===== config.mk =====
export PLATFORM = sky130hd
export DESIGN_NAME = i2c_master_byte_engine_flat
export DESIGN_NICKNAME = d
export VERILOG_FILES = /design/src/rtl/core/i2cm_pkg.sv /design/src/rtl/core/i2cm_tick_if.sv /design/src/rtl/core/i2cm_result_if.sv /design/src/rtl/core/i2cm_cfg_if.sv /design/src/rtl/core/i2cm_sequencer.sv /design/src/rtl/core/i2c_master_byte_engine.sv /design/src/flat_wrapper.sv
export SDC_FILE = /design/constraint.sdc
export NUM_CORES = 1
export LEC_CHECK = 0
export BUFFER_PORTS_ARGS = -buffer_cell sky130_fd_sc_hd__buf_2
export CORE_UTILIZATION = 53
export CTS_CLUSTER_SIZE = 28
export DETAILED_ROUTE_END_ITERATION = 12
export PLACE_DENSITY = 0.77
export SLEW_MARGIN = 20
export SYNTH_ARGS = -nofsm -noshare
export SYNTH_HDL_FRONTEND = slang
export SYNTH_SLANG_ARGS = --single-unit

===== constraint.sdc =====
create_clock -name clk -period 2 [get_ports clk]
set_input_delay 0.1 -clock clk [delete_from_list [all_inputs] [get_ports clk]]
set_output_delay 0.1 -clock clk [all_outputs]
set_load 0.01 [all_outputs]

===== src/rtl/core/i2cm_pkg.sv =====
// ----------------------------------------------------------------------------
// i2cm_pkg
// shared types and constants for the i2c master byte engine
// ----------------------------------------------------------------------------
package i2cm_pkg;

    localparam int unsigned LimitWidth     = 8;
    localparam int unsigned ByteWidth      = 8;
    localparam int unsigned BitCountWidth  = 4;
    localparam logic [LimitWidth-1:0] AckPollLimitReset = 8'd250;
    localparam logic [BitCountWidth-1:0] BitsPerByte    = 4'd8;

    typedef enum logic [4:0] {
        PH_IDLE     = 5'd0,
        PH_ST_SDA   = 5'd1,
        PH_ST_SCL   = 5'd2,
        PH_SP_RISE  = 5'd3,
        PH_WR_DATA  = 5'd4,
        PH_WR_HIGH  = 5'd5,
        PH_WR_LOW   = 5'd6,
        PH_AK_REL   = 5'd7,
        PH_AK_HIGH  = 5'd8,
        PH_AK_POLL  = 5'd9,
        PH_RD_LOW   = 5'd10,
        PH_RD_HIGH  = 5'd11,
        PH_KA_DRIVE = 5'd12,
        PH_KA_HIGH  = 5'd13,
        PH_KA_LOW   = 5'd14
    } phase_t;

    typedef enum logic [1:0] {
        OP_START = 2'd0,
        OP_STOP  = 2'd1,
        OP_WRITE = 2'd2,
        OP_READ  = 2'd3
    } op_t;

    typedef struct packed {
        logic                 cmd_valid;
        op_t                  kind;
        logic [ByteWidth-1:0] tx_byte;
        logic                 send_ack;
        logic                 sda_sample;
    } tick_t;

    typedef struct packed {
        logic                 scl_level;
        logic                 sda_level;
        logic                 sda_released;
        logic                 busy_res;
        logic                 done_res;
        logic [ByteWidth-1:0] rx_byte;
        logic                 no_ack;
    } result_t;

endpackage


===== src/rtl/core/i2cm_tick_if.sv =====
// ----------------------------------------------------------------------------
// i2cm_tick_if
// tick channel: one bus-delay tick with optional command and sampled sda
// ----------------------------------------------------------------------------
interface i2cm_tick_if;

    logic                            valid;
    logic                            ready;
    logic                            cmd_valid;
    logic [1:0]                      kind;
    logic [i2cm_pkg::ByteWidth-1:0]  tx_byte;
    logic                            send_ack;
    logic                            sda_sample;

    modport source (
        output valid, cmd_valid, kind, tx_byte, send_ack, sda_sample,
        input  ready
    );

    modport sink (
        input  valid, cmd_valid, kind, tx_byte, send_ack, sda_sample,
        output ready
    );

endinterface


===== src/rtl/core/i2cm_result_if.sv =====
// ----------------------------------------------------------------------------
// i2cm_result_if
// result channel: line levels and status for one tick
// ----------------------------------------------------------------------------
interface i2cm_result_if;

    logic                            valid;
    logic                            ready;
    logic                            scl_level;
    logic                            sda_level;
    logic                            sda_released;
    logic                            busy_res;
    logic                            done_res;
    logic [i2cm_pkg::ByteWidth-1:0]  rx_byte;
    logic                            no_ack;

    modport source (
        output valid, scl_level, sda_level, sda_released, busy_res, done_res,
               rx_byte, no_ack,
        input  ready
    );

    modport sink (
        input  valid, scl_level, sda_level, sda_released, busy_res, done_res,
               rx_byte, no_ack,
        output ready
    );

endinterface


===== src/rtl/core/i2cm_cfg_if.sv =====
// ----------------------------------------------------------------------------
// i2cm_cfg_if
// configuration write channel for the acknowledge poll limit
// ----------------------------------------------------------------------------
interface i2cm_cfg_if;

    logic                             valid;
    logic                             ready;
    logic [i2cm_pkg::LimitWidth-1:0]  data;

    modport source (
        output valid, data,
        input  ready
    );

    modport sink (
        input  valid, data,
        output ready
    );

endinterface


===== src/rtl/core/i2cm_sequencer.sv =====
// ----------------------------------------------------------------------------
// i2cm_sequencer
// phase sequencer: one line action per tick, bit counters and shifters
// ----------------------------------------------------------------------------
module i2cm_sequencer (
    input  logic                                clk,
    input  logic                                rst_n,
    input  logic                                step,
    input  i2cm_pkg::tick_t                     tick,
    input  logic [i2cm_pkg::LimitWidth-1:0]     ack_poll_limit,
    output i2cm_pkg::result_t                   result
);

    i2cm_pkg::phase_t                          phase_reg, phase_next;
    i2cm_pkg::op_t                             op_reg, op_next;
    logic [i2cm_pkg::BitCountWidth-1:0]        bit_count_reg, bit_count_next;
    logic [i2cm_pkg::ByteWidth-1:0]            shift_out_reg, shift_out_next;
    logic [i2cm_pkg::ByteWidth-1:0]            shift_in_reg, shift_in_next;
    logic [i2cm_pkg::LimitWidth-1:0]           poll_count_reg, poll_count_next;
    logic                                      ack_choice_reg, ack_choice_next;
    logic                                      scl_reg, scl_next;
    logic                                      sda_reg, sda_next;
    logic                                      rel_reg, rel_next;
    logic                                      done;
    logic                                      nack;

    // next state and datapath
    always_comb
    begin
        phase_next      = phase_reg;
        op_next         = op_reg;
        bit_count_next  = bit_count_reg;
        shift_out_next  = shift_out_reg;
        shift_in_next   = shift_in_reg;
        poll_count_next = poll_count_reg;
        ack_choice_next = ack_choice_reg;
        scl_next        = scl_reg;
        sda_next        = sda_reg;
        rel_next        = rel_reg;
        unique case (phase_reg)
            i2cm_pkg::PH_ST_SDA:
            begin
                sda_next   = 1'b0;
                phase_next = i2cm_pkg::PH_ST_SCL;
            end
            i2cm_pkg::PH_ST_SCL:
            begin
                scl_next   = 1'b0;
                phase_next = i2cm_pkg::PH_IDLE;
            end
            i2cm_pkg::PH_SP_RISE:
            begin
                scl_next   = 1'b1;
                sda_next   = 1'b1;
                rel_next   = 1'b0;
                phase_next = i2cm_pkg::PH_IDLE;
            end
            i2cm_pkg::PH_WR_DATA:
            begin
                scl_next       = 1'b0;
                sda_next       = shift_out_reg[i2cm_pkg::ByteWidth-1];
                rel_next       = 1'b0;
                shift_out_next = {shift_out_reg[i2cm_pkg::ByteWidth-2:0], 1'b0};
                bit_count_next = bit_count_reg + 1'b1;
                phase_next     = i2cm_pkg::PH_WR_HIGH;
            end
            i2cm_pkg::PH_WR_HIGH:
            begin
                scl_next   = 1'b1;
                phase_next = i2cm_pkg::PH_WR_LOW;
            end
            i2cm_pkg::PH_WR_LOW:
            begin
                scl_next   = 1'b0;
                phase_next = (bit_count_reg >= i2cm_pkg::BitsPerByte) ?
                             i2cm_pkg::PH_AK_REL : i2cm_pkg::PH_WR_DATA;
            end
            i2cm_pkg::PH_AK_REL:
            begin
                scl_next        = 1'b0;
                sda_next        = 1'b1;
                rel_next        = 1'b1;
                poll_count_next = '0;
                phase_next      = i2cm_pkg::PH_AK_HIGH;
            end
            i2cm_pkg::PH_AK_HIGH:
            begin
                scl_next   = 1'b1;
                phase_next = i2cm_pkg::PH_AK_POLL;
            end
            i2cm_pkg::PH_AK_POLL:
            begin
                if (!tick.sda_sample)
                begin
                    scl_next   = 1'b0;
                    phase_next = i2cm_pkg::PH_IDLE;
                end
                else if (poll_count_reg >= ack_poll_limit)
                begin
                    // timeout: open a stop condition
                    scl_next   = 1'b0;
                    sda_next   = 1'b0;
                    rel_next   = 1'b0;
                    phase_next = i2cm_pkg::PH_SP_RISE;
                end
                else
                begin
                    poll_count_next = poll_count_reg + 1'b1;
                end
            end
            i2cm_pkg::PH_RD_LOW:
            begin
                scl_next   = 1'b0;
                sda_next   = 1'b1;
                rel_next   = 1'b1;
                phase_next = i2cm_pkg::PH_RD_HIGH;
            end
            i2cm_pkg::PH_RD_HIGH:
            begin
                scl_next       = 1'b1;
                shift_in_next  = {shift_in_reg[i2cm_pkg::ByteWidth-2:0], tick.sda_sample};
                bit_count_next = bit_count_reg + 1'b1;
                phase_next     = (bit_count_next >= i2cm_pkg::BitsPerByte) ?
                                 i2cm_pkg::PH_KA_DRIVE : i2cm_pkg::PH_RD_LOW;
            end
            i2cm_pkg::PH_KA_DRIVE:
            begin
                scl_next   = 1'b0;
                sda_next   = !ack_choice_reg;
                rel_next   = 1'b0;
                phase_next = i2cm_pkg::PH_KA_HIGH;
            end
            i2cm_pkg::PH_KA_HIGH:
            begin
                scl_next   = 1'b1;
                phase_next = i2cm_pkg::PH_KA_LOW;
            end
            i2cm_pkg::PH_KA_LOW:
            begin
                scl_next   = 1'b0;
                phase_next = i2cm_pkg::PH_IDLE;
            end
            default:
            begin
                // idle and unused codes: take a command
                phase_next = i2cm_pkg::PH_IDLE;
                if (tick.cmd_valid)
                begin
                    op_next = tick.kind;
                    unique case (tick.kind)
                        i2cm_pkg::OP_START:
                        begin
                            scl_next   = 1'b1;
                            sda_next   = 1'b1;
                            rel_next   = 1'b0;
                            phase_next = i2cm_pkg::PH_ST_SDA;
                        end
                        i2cm_pkg::OP_STOP:
                        begin
                            scl_next   = 1'b0;
                            sda_next   = 1'b0;
                            rel_next   = 1'b0;
                            phase_next = i2cm_pkg::PH_SP_RISE;
                        end
                        i2cm_pkg::OP_WRITE:
                        begin
                            scl_next       = 1'b0;
                            sda_next       = tick.tx_byte[i2cm_pkg::ByteWidth-1];
                            rel_next       = 1'b0;
                            shift_out_next = {tick.tx_byte[i2cm_pkg::ByteWidth-2:0], 1'b0};
                            bit_count_next = {{(i2cm_pkg::BitCountWidth-1){1'b0}}, 1'b1};
                            phase_next     = i2cm_pkg::PH_WR_HIGH;
                        end
                        default:
                        begin
                            shift_in_next   = '0;
                            bit_count_next  = '0;
                            ack_choice_next = tick.send_ack;
                            scl_next        = 1'b0;
                            sda_next        = 1'b1;
                            rel_next        = 1'b1;
                            phase_next      = i2cm_pkg::PH_RD_HIGH;
                        end
                    endcase
                end
            end
        endcase
    end

    // status outputs
    always_comb
    begin
        done = 1'b0;
        nack = 1'b0;
        unique case (phase_reg)
            i2cm_pkg::PH_ST_SCL,
            i2cm_pkg::PH_KA_LOW:
            begin
                done = 1'b1;
            end
            i2cm_pkg::PH_SP_RISE:
            begin
                done = 1'b1;
                nack = (op_reg == i2cm_pkg::OP_WRITE);
            end
            i2cm_pkg::PH_AK_POLL:
            begin
                done = !tick.sda_sample;
            end
            default:
            begin
                done = 1'b0;
            end
        endcase
    end

    always_comb
    begin
        result.scl_level    = scl_next;
        result.sda_level    = sda_next;
        result.sda_released = rel_next;
        result.busy_res     = (phase_next != i2cm_pkg::PH_IDLE);
        result.done_res     = done;
        result.rx_byte      = shift_in_next;
        result.no_ack       = nack;
    end

    always_ff @(posedge clk or negedge rst_n)
    begin
        if (!rst_n)
        begin
            phase_reg      <= i2cm_pkg::PH_IDLE;
            op_reg         <= i2cm_pkg::OP_START;
            bit_count_reg  <= '0;
            shift_out_reg  <= '0;
            shift_in_reg   <= '0;
            poll_count_reg <= '0;
            ack_choice_reg <= 1'b0;
            scl_reg        <= 1'b1;
            sda_reg        <= 1'b1;
            rel_reg        <= 1'b0;
        end
        else if (step)
        begin
            phase_reg      <= phase_next;
            op_reg         <= op_next;
            bit_count_reg  <= bit_count_next;
            shift_out_reg  <= shift_out_next;
            shift_in_reg   <= shift_in_next;
            poll_count_reg <= poll_count_next;
            ack_choice_reg <= ack_choice_next;
            scl_reg        <= scl_next;
            sda_reg        <= sda_next;
            rel_reg        <= rel_next;
        end
    end

endmodule


===== src/rtl/core/i2c_master_byte_engine.sv =====
// ----------------------------------------------------------------------------
// i2c_master_byte_engine
// i2c master byte engine advanced by bus-delay ticks
//
// tick_ch carries one bus-delay tick per transfer: an optional command
// (start, stop, write byte, read byte) and the sampled sda level. commands
// offered while a command is in progress are ignored.
// res_ch returns one result per tick: driven scl/sda levels, sda release,
// busy, done, the receive shift register and the acknowledge timeout flag.
// cfg_ch writes the acknowledge poll limit (reset value 250); write it only
// while the engine is idle.
// each tick's result is registered, valid in the cycle after the transfer.
// throughput: one tick per cycle unless res_ch stalls; the sequencer advances
// one phase per tick, through one registered step into the result register.
// reset: lines scl high, sda high and driven, engine idle, limit 250.
// a stalled res_ch holds its result; a new tick is taken in the same cycle
// that the waiting result is transferred.
// ----------------------------------------------------------------------------
module i2c_master_byte_engine (
    input  logic            clk,
    input  logic            rst_n,
    i2cm_tick_if.sink       tick_ch,
    i2cm_result_if.source   res_ch,
    i2cm_cfg_if.sink        cfg_ch
);

    logic [i2cm_pkg::LimitWidth-1:0]  limit_reg;
    logic                             out_valid_reg;
    i2cm_pkg::result_t                res_reg;
    i2cm_pkg::result_t                res_next;
    i2cm_pkg::tick_t                  tick;
    logic                             step;

    assign tick_ch.ready = !out_valid_reg || res_ch.ready;
    assign step          = tick_ch.valid && tick_ch.ready;
    assign cfg_ch.ready  = 1'b1;

    always_comb
    begin
        tick.cmd_valid  = tick_ch.cmd_valid;
        tick.kind       = i2cm_pkg::op_t'(tick_ch.kind);
        tick.tx_byte    = tick_ch.tx_byte;
        tick.send_ack   = tick_ch.send_ack;
        tick.sda_sample = tick_ch.sda_sample;
    end

    i2cm_sequencer u_seq (
        .clk            (clk),
        .rst_n          (rst_n),
        .step           (step),
        .tick           (tick),
        .ack_poll_limit (limit_reg),
        .result         (res_next)
    );

    always_ff @(posedge clk or negedge rst_n)
    begin
        if (!rst_n)
        begin
            limit_reg <= i2cm_pkg::AckPollLimitReset;
        end
        else if (cfg_ch.valid && cfg_ch.ready)
        begin
            limit_reg <= cfg_ch.data;
        end
    end

    always_ff @(posedge clk or negedge rst_n)
    begin
        if (!rst_n)
        begin
            out_valid_reg <= 1'b0;
        end
        else if (step)
        begin
            out_valid_reg <= 1'b1;
        end
        else if (res_ch.ready)
        begin
            out_valid_reg <= 1'b0;
        end
    end

    // result payload
    always_ff @(posedge clk)
    begin
        if (step)
        begin
            res_reg <= res_next;
        end
    end

    assign res_ch.valid        = out_valid_reg;
    assign res_ch.scl_level    = res_reg.scl_level;
    assign res_ch.sda_level    = res_reg.sda_level;
    assign res_ch.sda_released = res_reg.sda_released;
    assign res_ch.busy_res     = res_reg.busy_res;
    assign res_ch.done_res     = res_reg.done_res;
    assign res_ch.rx_byte      = res_reg.rx_byte;
    assign res_ch.no_ack       = res_reg.no_ack;

endmodule


===== src/flat_wrapper.sv =====
// flat-port wrapper written by rule: the top's interface ports become plain ports
module i2c_master_byte_engine_flat 
  (clk, rst_n, tick_ch_valid, tick_ch_cmd_valid, tick_ch_kind, tick_ch_tx_byte, tick_ch_send_ack, tick_ch_sda_sample, tick_ch_ready, res_ch_valid, res_ch_scl_level, res_ch_sda_level, res_ch_sda_released, res_ch_busy_res, res_ch_done_res, res_ch_rx_byte, res_ch_no_ack, res_ch_ready, cfg_ch_valid, cfg_ch_data, cfg_ch_ready);
  i2cm_tick_if tick_ch_i ();
  i2cm_result_if res_ch_i ();
  i2cm_cfg_if cfg_ch_i ();
  input  logic clk;
  input  logic rst_n;
  input wire logic [$bits(tick_ch_i.valid)-1:0] tick_ch_valid;
  input wire logic [$bits(tick_ch_i.cmd_valid)-1:0] tick_ch_cmd_valid;
  input wire logic [$bits(tick_ch_i.kind)-1:0] tick_ch_kind;
  input wire logic [$bits(tick_ch_i.tx_byte)-1:0] tick_ch_tx_byte;
  input wire logic [$bits(tick_ch_i.send_ack)-1:0] tick_ch_send_ack;
  input wire logic [$bits(tick_ch_i.sda_sample)-1:0] tick_ch_sda_sample;
  output wire logic [$bits(tick_ch_i.ready)-1:0] tick_ch_ready;
  output wire logic [$bits(res_ch_i.valid)-1:0] res_ch_valid;
  output wire logic [$bits(res_ch_i.scl_level)-1:0] res_ch_scl_level;
  output wire logic [$bits(res_ch_i.sda_level)-1:0] res_ch_sda_level;
  output wire logic [$bits(res_ch_i.sda_released)-1:0] res_ch_sda_released;
  output wire logic [$bits(res_ch_i.busy_res)-1:0] res_ch_busy_res;
  output wire logic [$bits(res_ch_i.done_res)-1:0] res_ch_done_res;
  output wire logic [$bits(res_ch_i.rx_byte)-1:0] res_ch_rx_byte;
  output wire logic [$bits(res_ch_i.no_ack)-1:0] res_ch_no_ack;
  input wire logic [$bits(res_ch_i.ready)-1:0] res_ch_ready;
  input wire logic [$bits(cfg_ch_i.valid)-1:0] cfg_ch_valid;
  input wire logic [$bits(cfg_ch_i.data)-1:0] cfg_ch_data;
  output wire logic [$bits(cfg_ch_i.ready)-1:0] cfg_ch_ready;
  assign tick_ch_i.valid = tick_ch_valid;
  assign tick_ch_i.cmd_valid = tick_ch_cmd_valid;
  assign tick_ch_i.kind = tick_ch_kind;
  assign tick_ch_i.tx_byte = tick_ch_tx_byte;
  assign tick_ch_i.send_ack = tick_ch_send_ack;
  assign tick_ch_i.sda_sample = tick_ch_sda_sample;
  assign tick_ch_ready = tick_ch_i.ready;
  assign res_ch_valid = res_ch_i.valid;
  assign res_ch_scl_level = res_ch_i.scl_level;
  assign res_ch_sda_level = res_ch_i.sda_level;
  assign res_ch_sda_released = res_ch_i.sda_released;
  assign res_ch_busy_res = res_ch_i.busy_res;
  assign res_ch_done_res = res_ch_i.done_res;
  assign res_ch_rx_byte = res_ch_i.rx_byte;
  assign res_ch_no_ack = res_ch_i.no_ack;
  assign res_ch_i.ready = res_ch_ready;
  assign cfg_ch_i.valid = cfg_ch_valid;
  assign cfg_ch_i.data = cfg_ch_data;
  assign cfg_ch_ready = cfg_ch_i.ready;
  i2c_master_byte_engine u_core (.clk(clk), .rst_n(rst_n), .tick_ch(tick_ch_i), .res_ch(res_ch_i), .cfg_ch(cfg_ch_i));
endmodule

Word-level counts from Yosys, hierarchy flattened. Index checks and enable logic that the tools add are counted.

Output and inout port bits: 17. Flip-flop bits (word level): 62. Input bits: 26.

Reduce and logical (&&, ||, !) cells: 32. Add/sub/neg operators: 2. Equality and inequality tests: 20. $lt $le $gt $ge: 3. Mux-type cells: 37. Bitwise operators: 4.

Operators by type and width (number): 5-bit case mux with 12 select lines (1); 8-bit 2-to-1 mux (6); 8-bit case mux with 2 select lines (3); 5-bit by 4-bit == test with 1-bit output (second input constant) (7); 13-bit OR reduction (2); 5-bit by 3-bit == test with 1-bit output (second input constant) (4); 4-bit case mux with 2 select lines (2); 4-bit AND reduction (4); 14-bit OR reduction (1); 7-bit OR reduction (2); 1-bit 2-to-1 mux (13); 4-bit case mux with 3 select lines (1); 12-bit OR reduction (1); 3-bit OR reduction (4); 5-bit by 2-bit == test with 1-bit output (second input constant) (2); 5-bit 2-to-1 mux (2); 2-bit nonzero test (5); 8-bit by 1-bit adder with 8-bit output (second input constant) (1); 4-bit greater-or-equal comparator (second input constant) (2); 8-bit greater-or-equal comparator (1); 4-bit 2-to-1 mux (2); 1-bit case mux with 4 select lines (2); 8-bit OR reduction (1); 2-bit inequality test (second input constant) (3); other kinds (17) (26).

Logic depth before layout (Yosys ltp). Gate-level depths: netlist of run 1.

Depth after elaboration: 5. Gate-level depth with buffers: 8. Depth with buffers taken out: 7.

Cells and area by module. From an unflattened synthesis of run 1, not the netlist that was laid out.

Cells, all modules: 344. Area, all modules: 3597.2 sq um.

Modules (own cells, without submodules): i2cm_sequencer (instances 1, cells each 307, sequential area each 953.4 sq um, area each 2782.7 sq um); i2c_master_byte_engine (instances 1, cells each 37, sequential area each 653.1 sq um, area each 814.5 sq um).

Least setup slack after synthesis of run 1. OpenSTA, ideal clock, no wires.

Path type: register to register. From: reg u_core.limit_reg[5] in the netlist's numbering. To: reg u_core.u_seq.poll_count_reg[1] in the netlist's numbering. Setup slack: -0.172 ns. Data arrival time: 2.046 ns. Path buffers: 0. Cell stages (with the launch flop): 8. Path through: dfstp_2 -> inv_1 -> ha_1 -> a211o_1 -> a21oi_1 -> o31ai_1 -> o311a_1 -> a311o_1.

Longest elaborated chain between the ends: 3.

Ends and longest elaborated chain: start: declaration (RTL line i2c_master_byte_engine.sv:27) `logic [i2cm_pkg::LimitWidth-1:0] limit_reg;`; start signal: assignment (RTL line i2c_master_byte_engine.sv:60) `limit_reg <= i2cm_pkg::AckPollLimitReset;`; start signal: assignment (RTL line i2c_master_byte_engine.sv:64) `limit_reg <= cfg_ch.data;`; 8-bit greater-or-equal comparator (RTL line i2cm_sequencer.sv:98) `else if (poll_count_reg >= ack_poll_limit)`; 2-bit inequality test (no source line); 4-bit AND reduction (no source line); end signal: assignment (RTL line i2cm_sequencer.sv:250) `poll_count_reg <= poll_count_next;`; end: declaration (RTL line i2cm_sequencer.sv:19) `logic [i2cm_pkg::LimitWidth-1:0] poll_count_reg, poll_count_next;`.

Every way passes these cells. A chain may end at the register's enable or synchronous reset.

Worst setup path in the final report of run 1. Ends and elaborated chain as after synthesis.

==> results of run 1 <==
[how the worst min path moves through the flow]
stage                             startpoint                            end  slack (ns)  cells after the start
after floorplan                        rst_n            u_core.limit_reg[0]       -0.20                      0
after global placement                 rst_n           u_core.u_seq.rel_reg        0.03                      1
after detailed placement               rst_n           u_core.u_seq.rel_reg        0.03                      1
after CTS                 tick_ch_tx_byte[1]  u_core.u_seq.shift_out_reg[2]        0.04                      3
after global routing      tick_ch_tx_byte[3]  u_core.u_seq.shift_out_reg[4]        0.05                      3
final                     tick_ch_tx_byte[1]  u_core.u_seq.shift_out_reg[2]        0.04                      3
[cells by family after synthesis]
group / share of synthesized area (%)
AO/OA/AOI/OAI: 20.2
XOR/XNOR: 0.498
adder cells (fa/ha/maj): 3.91
buffers and inverters: 5.22
flip-flops: 45.6
multiplexers: 4.37
other: 0.107
AND/OR/NAND/NOR: 20.1
[cell type report]
class                      instances  area share, %
clock inverter                     7           1.64
multi-input combinational        263           42.0
inverter                          18           1.48
sequential                        61           35.1
clock buffer                       9           2.71
tap                               77           2.10
timing repair buffer             101           15.0
[worst max-delay path: stages (launching register included)]
cell     delay [ns]
dfstp_2        0.53
inv_2          0.04
ha_4           0.21
a211o_1        0.30
a21oi_2        0.21
o31ai_4        0.10
o311a_1        0.29
a311o_1        0.27
[power by group]
part	internal, mW	leakage, nW	switching (mW)
combinational	0.959	1.18	1.10
clock	0.581	0.104	0.531
sequential	1.63	0.730	0.262
total	3.17	2.01	1.90
[cells in the final DEF, fill, tap and decap left out, drive strengths merged, types with 3 or more instances in the layout]
cell / n
ha: 11
nor4: 7
nor2: 13
a211o: 5
dlygate4sd3: 12
mux2i: 12
o21ai: 33
and4: 3
nor3: 15
nor2b: 6
inv: 19
clkbuf: 9
edfxtp: 14
nand4: 7
a22o: 16
o211ai: 3
nand2b: 12
o31ai: 6
nand2: 44
dfstp: 8
a211oi: 4
dfrtp: 39
buf: 89
or4: 4
a31oi: 4
nand3: 7
and3: 3
a21oi: 9
mux2: 3
clkinv: 5
[per-layer routing]
metal | vias up | share of wire (%) | wire length (um)
met2 | 102 | 49 | 4410
met5 | - | 0 | 0
met3 | 12 | 5.4 | 488
met1 | 1519 | 44 | 3930
met4 | 0 | 1.5 | 136
li1 | 1534 | - | -
[timing repair]
item | in CTS | in global routing
setup endpoints to repair | 12 | 40
gates resized for setup | 14 | 22
hold buffers | 12 | 0
pin swaps | 10 | 5
hold endpoints to repair | 24 | 0
setup buffers | 1 | 0
cloned | 0 | 0
[metrics by stage]
step,worst slack [ns],instances
after floorplan,-0.0160,363
after global placement,-0.0519,507
after detailed placement,-0.138,507
after CTS,-0.0488,536
after global routing,-0.141,536
final,-0.0932,536
==> results.toml, run 1 <==
[run_status]
violations = "negative setup slack"
outcome = "finished, violations left"

[drt]
count_of_antenna_violating_nets_left_after_detailed_routing = 0
average_routed_wire_per_standard_cell_um = 16.7
drt_drc_violations_left = 0
finalWirelength_mm = 8.96
vias_per_cell = 5.91
detailedRoute.firstPassIterationCount = 5
drtIter0Drc = 238
dr_total_vias = 3167

[cells_and_area]
regArea_mm2 = 0.00161
final_cell_area_mm2 = 0.00458
n_fill_cell = 459
antenna_cells = 0
multi_input_area_mm2 = 0.00192
flow.area_growth_from_synthesis_pct = 30.0
nNetsFinal = 491
layout-drive-gt1-share_pct = 33.8
fin_util_pct = 71.7

[clock_tree]
numClockSinks = 61
maximum_level_of_the_cts_h_tree = 3
cts_made_buffers = 9
cts.reportedPaths.clkPinSlew_ns = 0.08
bufs_on_longest_clock_path = 2
cts_tree = "done"
ctsRootBufferMaster = "clkbuf_8"
clkLatencyLatePin_ns = 0.35

[die]
coreArea_mm2 = 0.00639
io_pins = 43
dieArea_mm2 = 0.00697
floorplan.die.height_um = 83.5
die-width_um = 83.5
start_util_pct = 55.1
std_cell_rows = 29

[setup_path]
r2r.worst_path.cells = 7
worstSetupStartpointType = "flip-flop"
crit_arrival_ns = 2.32
timing.critical_path.to = "u_core.u_seq.poll_count_reg[1]"
regToRegSetupSlack_ns = -0.09
cp_data_required_time_ns = 2.22
setup.worst_path.class = "reg2reg"
crit-reg2reg-launch = "u_core.limit_reg[5]"
critical_path.startpoint = "u_core.limit_reg[5]"
timing.rr.end = "u_core.u_seq.poll_count_reg[1]"
endpoint_kind = "flip-flop"
critPathMaxFanout = 3

[synthesis]
top_cell_type_by_total_area_after_synthesis = "dfrtp_1"
postSynthCellCount = 363
synth_top_cells_by_count = "nand2_1, dfrtp_1, o21ai_0"
number_of_distinct_library_cell_variants_in_the_gate_level_netlist_after_synthesis = 63
synth-async-reset-ratio_pct = 77.0
synth_ff_type = "dfrtp_1"
syn-cell-area_mm2 = 0.00352
synth_fp_nets = 400
netlist_top_cells_area = "dfrtp_1, edfxtp_1, dfstp_2, nand2_1, o21ai_0"
yosys.area.top_type_share_pct = 27.7
postSynthRegisterBits = 61
synth_enable_flop_cells = 14
ys_seq_area_share_pct = 45.6
library_cell_with_the_highest_instance_count_after_synthesis = "nand2_1"
synth.avg_cell_area_um2 = 9.70
yosysWarnings = 0

[pwr]
power.leakage_nw = 2.01
power_density_mw_per_mm2 = 1110
finalPower_mw = 5.07
ir_drop_mv = 0.847

[sta]
setup-violations-final = 7
fin_skew_ns = 0.00731
timing_worst_slew_pin_value_ns = 0.653
final.period_utilization_pct = 105
slew_headroom_pct = 56.1
fmaxAchievable_ghz = 0.478
layout_setup_ws_ns = -0.0932
report.final.slew_viol_count = 0
fin_tns_setup_ns = -0.345
grt_setup_unrepaired = "yes"
report.final.hold_viol_count = 0
final_period_minus_worst_setup_slack_ns = 2.09
hold_ws_ns = 0.0429

[worst_hold_path]
hold_path_class = "in2reg"

[placement]
dpl_cell_area_mm2 = 0.00408
hpwl_after_detailed_placement_mm = 6.22
last_weighted_congestion_value_of_the_routability_driven_placer = 0.934
port-buffer-count = 41

[grt]
grt_pass1_vias = 3102
grt-ovfl-total = 0
grt_start_max_net_pins = 21
gr-usage-all-layers_pct = 26.8
antenna_found_initial = 0
grt_pass1_wl_mm = 14.6
top_usage_layer = "met2"
grt.met3_usage_pct = 5.93
grtUsageMet1_pct = 35.2
globalRouteMet2Util_pct = 44.2

[job]
cap_violations = 0
Power figures use the tool's default switching activity.
==> run 2, diff against run 1 <==
--- a/config.mk
+++ b/config.mk
@@ -9,7 +9,7 @@
 export CORE_UTILIZATION = 53
 export CTS_CLUSTER_SIZE = 28
 export DETAILED_ROUTE_END_ITERATION = 12
-export PLACE_DENSITY = 0.77
+export PLACE_DENSITY = 0.88
 export SLEW_MARGIN = 20
 export SYNTH_ARGS = -nofsm -noshare
 export SYNTH_HDL_FRONTEND = slang
==> run 2 against run 1 <==
The flow still finishes with violations (negative setup slack). First-iteration DRC count grew 24%. Flip-flop and latch count is the same. Clock skew grew 0.0034 ns. Die area is the same. Via count grew 4.1%. Final cell count grew 0.75%. Combinational power grew 6%. Clock-buffer cell count is the same. Highest routed layer unchanged.
==> results.toml, run 2 (synthesis results as in run 1) <==
[run_status]
outcome = "finished, violations left"
violations = "negative setup slack"

[die]
dieArea_mm2 = 0.00697
std_cell_rows = 29
coreArea_mm2 = 0.00639
floorplan.die.height_um = 83.5
io_pins = 43
start_util_pct = 55.1
die-width_um = 83.5

[sta]
final_period_minus_worst_setup_slack_ns = 2.13
fin_skew_ns = 0.0107
timing_worst_slew_pin_value_ns = 0.634
layout_setup_ws_ns = -0.131
hold_ws_ns = 0.0380
fmaxAchievable_ghz = 0.469
report.final.slew_viol_count = 0
slew_headroom_pct = 57.4
setup-violations-final = 7
final.period_utilization_pct = 107
report.final.hold_viol_count = 0
grt_setup_unrepaired = "yes"

[drt]
drtIter0Drc = 296
average_routed_wire_per_standard_cell_um = 17.7
vias_per_cell = 6.10
count_of_antenna_violating_nets_left_after_detailed_routing = 0
finalWirelength_mm = 9.57
dr_total_vias = 3296
drt_drc_violations_left = 0
detailedRoute.firstPassIterationCount = 5

[cells_and_area]
nNetsFinal = 495
regArea_mm2 = 0.00161
fin_util_pct = 72.5
multi_input_area_mm2 = 0.00196
n_fill_cell = 438
flow.area_growth_from_synthesis_pct = 31.6
layout_common_cells = "buf_4, nand2_1, buf_2"
layout.cells.most_common = "buf_4"
layout-drive-gt1-share_pct = 36.1
antenna_cells = 0

[setup_path]
endpoint_kind = "flip-flop"
regToRegSetupSlack_ns = -0.13
setup.worst_path.class = "reg2reg"
crit_arrival_ns = 2.36
worstSetupStartpointType = "flip-flop"
critPathMaxFanout = 3
cp_data_required_time_ns = 2.23

[pwr]
combPwrFrac_pct = 43.2
p_switching_mw = 1.96
power_density_mw_per_mm2 = 1090
share_seq_of_total_power_pct = 37.4
power.leakage_nw = 2.02
power_report.internal_total_mw = 3.11
swShare_pct = 38.7
clock_group_share_of_total_power_pct = 19.5
ir_drop_mv = 0.704

[clock_tree]
bufs_on_longest_clock_path = 2
cts_tree = "done"
numClockSinks = 61
cts.reportedPaths.clkPinSlew_ns = 0.08
ctsRootBufferMaster = "clkbuf_8"
clkLatencyLatePin_ns = 0.35
cts_made_buffers = 9
maximum_level_of_the_cts_h_tree = 3

[placement]
port-buffer-count = 41
last_weighted_congestion_value_of_the_routability_driven_placer = 0.936
hpwl_after_detailed_placement_mm = 6.09

[grt]
antenna_found_initial = 0
grt_pass1_vias = 3293
gr-usage-all-layers_pct = 27.9
grt_pass1_wl_mm = 15.3
grt_start_max_net_pins = 48
grt-ovfl-total = 0

[worst_hold_path]
hold_path_class = "in2reg"

[job]
cap_violations = 0
[run 2: worst paths after layout]
check	from	end	cells after the start
hold reg to reg	u_core.u_seq.shift_out_reg[7]	u_core.u_seq.shift_out_reg[7]	2
setup / recovery	u_core.limit_reg[5]	u_core.u_seq.poll_count_reg[1]	7
min in group asynchronous	rst_n	u_core.u_seq.shift_out_reg[6]	3
setup reg to reg	u_core.limit_reg[5]	u_core.u_seq.poll_count_reg[1]	7
hold / removal	tick_ch_tx_byte[2]	u_core.u_seq.shift_out_reg[3]	3
max in group asynchronous	rst_n	u_core.u_seq.phase_reg[1]	3
[run 2: power groups by stage]
stage	Clock (mW)	Sequential [mW]	Combinational, mW
final	0.986	1.89	2.19
after global placement	0	1.87	1.79
after CTS	1.01	1.87	2.01
after global routing	1.06	1.92	2.38
after floorplan	0	1.82	1.26
after detailed placement	0	1.88	1.86
[run 2: area by class of cell]
type	instances	area share, %
flip-flops and latches	61	34.8
clock buffers	9	2.67
well taps	77	2.08
multi-input cells	263	42.4
inverters	18	1.46
repair buffers	105	15.5
clock inverters	7	1.11
[run 2: through the flow]
step | total power [mW] | setup TNS [ns] | instances | setup slack, ns | instance area (um2)
detailed placement | 3.75 | -1.09 | 505 | -0.136 | 4070
finish | 5.07 | -0.274 | 540 | -0.131 | 4630
global route | 5.37 | -0.940 | 540 | -0.175 | 4630
floorplan | 3.08 | -0.0160 | 363 | -0.0160 | 3540
CTS | 4.88 | -0.172 | 537 | -0.0559 | 4500
global placement | 3.66 | -0.0950 | 505 | -0.0335 | 4070
[run 2: critical path, cell delays in order (launching register included)]
cell and delay [ns]:
dfstp_2 0.53, inv_2 0.04, ha_4 0.21, a211o_1 0.30, a21oi_2 0.21, o31ai_4 0.11, o311a_1 0.31, a311o_1 0.29
[run 2: metal layers]
layer / routed length (um) / GRT usage [%] / share of wire (%)
met5: 0 / 0 / 0
met4: 324 / 14.0 / 3.4
met3: 583 / 4.95 / 6.1
met2: 4670 / 45.7 / 49
met1: 3980 / 35.9 / 42
[run 2: timing repair]
action                                  in CTS  in global routing
hold endpoints to repair                    50                  0
hold buffers                                12                  0
setup buffers                                4                  3
endpoints found under the setup margin      27                 35
pin swaps                                   11                 11
gates resized for setup                     23                 23
==> run 3, diff against run 2 <==
==> constraint.sdc (replaced) <==
create_clock -name clk -period 2 [get_ports clk]
set_input_delay 0.2 -clock clk [delete_from_list [all_inputs] [get_ports clk]]
set_output_delay 0.2 -clock clk [all_outputs]
set_load 0.01 [all_outputs]
==> run 3 against run 2 <==
The flow still finishes with violations (negative setup slack). Final area shrank 2.8%. Via count rose by 0.85%. Sequential power barely moved. Global-route usage decreased by 1.5 points. Final cell count is 1.1% lower. Critical path depth is 1 lower. Total power fell by 0.22%. First-iteration DRC count decreased by 6.1%. Critical path type unchanged. Highest routed layer unchanged.
==> results.toml, run 3 (synthesis results as in run 1) <==
[run_status]
outcome = "finished, violations left"
violations = "negative setup slack"

[setup_path]
critical-path-top-delay-family = "compound AO/OA/AOI/OAI gates"
crit_buf_inv = 1
ordered_list_of_cells_on_the_worst_path = "inv_2 > ha_4 > a211o_1 > a21o_1 > or4_1 > a21oi_1"
setup.worst_path.class = "reg2reg"
critical_path.max_stage_delay_ns = 0.53
endpoint_kind = "flip-flop"
cp_slowest_cell = "dfstp_2"
critPathMaxFanout = 6
crit_arrival_ns = 2.34
cp_data_required_time_ns = 2.27
worstSetupStartpointType = "flip-flop"

[grt]
grt_pass1_vias = 3093
grt-ovfl-total = 0
grt_start_max_net_pins = 48
antenna_found_initial = 0
grt_pass1_wl_mm = 14.8
gr-usage-all-layers_pct = 26.4

[worst_hold_path]
hold_path_class = "in2reg"

[sta]
report.final.hold_viol_count = 0
timing_worst_slew_pin_value_ns = 0.552
fin_skew_ns = 0.0107
layout_setup_ws_ns = -0.0695
report.final.slew_viol_count = 0
final_period_minus_worst_setup_slack_ns = 2.07
fin_tns_setup_ns = -0.305
grt_setup_unrepaired = "yes"
setup-violations-final = 7
slew_headroom_pct = 62.9
fmaxAchievable_ghz = 0.483
final.period_utilization_pct = 103

[drt]
finalWirelength_mm = 9.24
drt_drc_violations_left = 0
average_routed_wire_per_standard_cell_um = 17.3
vias_per_cell = 6.22
count_of_antenna_violating_nets_left_after_detailed_routing = 0
drtIter0Drc = 278
dr_total_vias = 3324
detailedRoute.firstPassIterationCount = 6

[cells_and_area]
layout-drive-gt1-share_pct = 35.9
fin_util_pct = 70.5
nNetsFinal = 489
regArea_mm2 = 0.00161
layout.cells.most_common = "buf_4"
antenna_cells = 0
layout_common_cells = "buf_4, nand2_1, buf_2"
flow.area_growth_from_synthesis_pct = 27.9
multi_input_area_mm2 = 0.00190
n_fill_cell = 473
final_cell_area_mm2 = 0.00450

[die]
coreArea_mm2 = 0.00639
dieArea_mm2 = 0.00697
std_cell_rows = 29
start_util_pct = 55.1
io_pins = 43
die-width_um = 83.5
floorplan.die.height_um = 83.5

[clock_tree]
bufs_on_longest_clock_path = 2
cts.reportedPaths.clkPinSlew_ns = 0.07
cts_made_buffers = 9
cts_tree = "done"
ctsRootBufferMaster = "clkbuf_8"
clkLatencyLatePin_ns = 0.35
numClockSinks = 61
maximum_level_of_the_cts_h_tree = 3

[job]
cap_violations = 0

[placement]
dpl_cell_area_mm2 = 0.00412
hpwl_after_detailed_placement_mm = 6.08
last_weighted_congestion_value_of_the_routability_driven_placer = 0.921
port-buffer-count = 41

[pwr]
power_density_mw_per_mm2 = 1120
ir_drop_mv = 0.740
finalPower_mw = 5.06
power.leakage_nw = 2.00
==> run 3: changes by cell type in the layout (fill, tap and decap cells not counted), sizes merged <==
cell         change
clkbuf           +1
inv              -1
clkinv           +2
dlygate4sd3     -11
clkinvlp         -1
buf              +4
==> run 3: layer usage <==
| layer | part of all wire (%) | GRT usage [%] | routed length, um | vias up |
|---|---|---|---|---|
| li1 | - | - | - | 1532 |
| met1 | 42 | 35.1 | 3870 | 1560 |
| met2 | 48 | 41.2 | 4400 | 186 |
| met3 | 7.4 | 5.93 | 688 | 46 |
| met4 | 3.1 | 12.8 | 283 | 0 |
| met5 | 0 | 0 | 0 | - |
==> run 3: what timing repair did <==
item,CTS,global route
hold buffers,1,0
buffers inserted,2,5
hold endpoints to repair,39,0
pin swaps,12,8
gates resized for setup,18,16
endpoints found under the setup margin,24,36
==> run 3: cell type report <==
type / count / area share, %
inverters: 18 / 1.50
flip-flops and latches: 61 / 35.8
repair buffers: 99 / 14.5
clock inverters: 7 / 1.17
multi-input cells: 263 / 42.2
clock buffers: 9 / 2.75
well taps: 77 / 2.14
==> run 3: worst paths after layout <==
check,from,end,slack (ns),cells past startpoint
max,u_core.limit_reg[5],u_core.u_seq.poll_count_reg[2],-0.07,6
min,cfg_ch_data[2],u_core.limit_reg[2],0.06,3
max reg2reg,u_core.limit_reg[5],u_core.u_seq.poll_count_reg[2],-0.07,6
min reg2reg,u_core.u_seq.shift_out_reg[4],u_core.u_seq.shift_out_reg[4],0.49,2
max in group asynchronous,rst_n,u_core.limit_reg[1],1.33,3
min in group asynchronous,rst_n,u_core.u_seq.shift_out_reg[5],0.37,3
==> run 3: through the flow <==
| step | worst slack (ns) | hold WS (ns) | cells |
|---|---|---|---|
| finish | -0.0695 | 0.0619 | 534 |
| global route | -0.133 | 0.0684 | 534 |
| CTS | -0.0491 | 0.0506 | 529 |
| detailed placement | -0.146 | 0.207 | 510 |
| global placement | -0.0412 | 0.206 | 510 |
| floorplan | -0.0160 | -0.0956 | 363 |
==> run 3: power by group <==
group	internal, mW	total (mW)	switching, mW
clock network	0.452	0.980	0.528
logic	1.01	2.19	1.18
registers	1.63	1.88	0.251
==> run 3: worst min-delay path, delay by kind of cell <==
kind            cells  cell delay [ns]
simple gates        1             0.04
compound gates      1             0.06
buf+inv             1             0.07
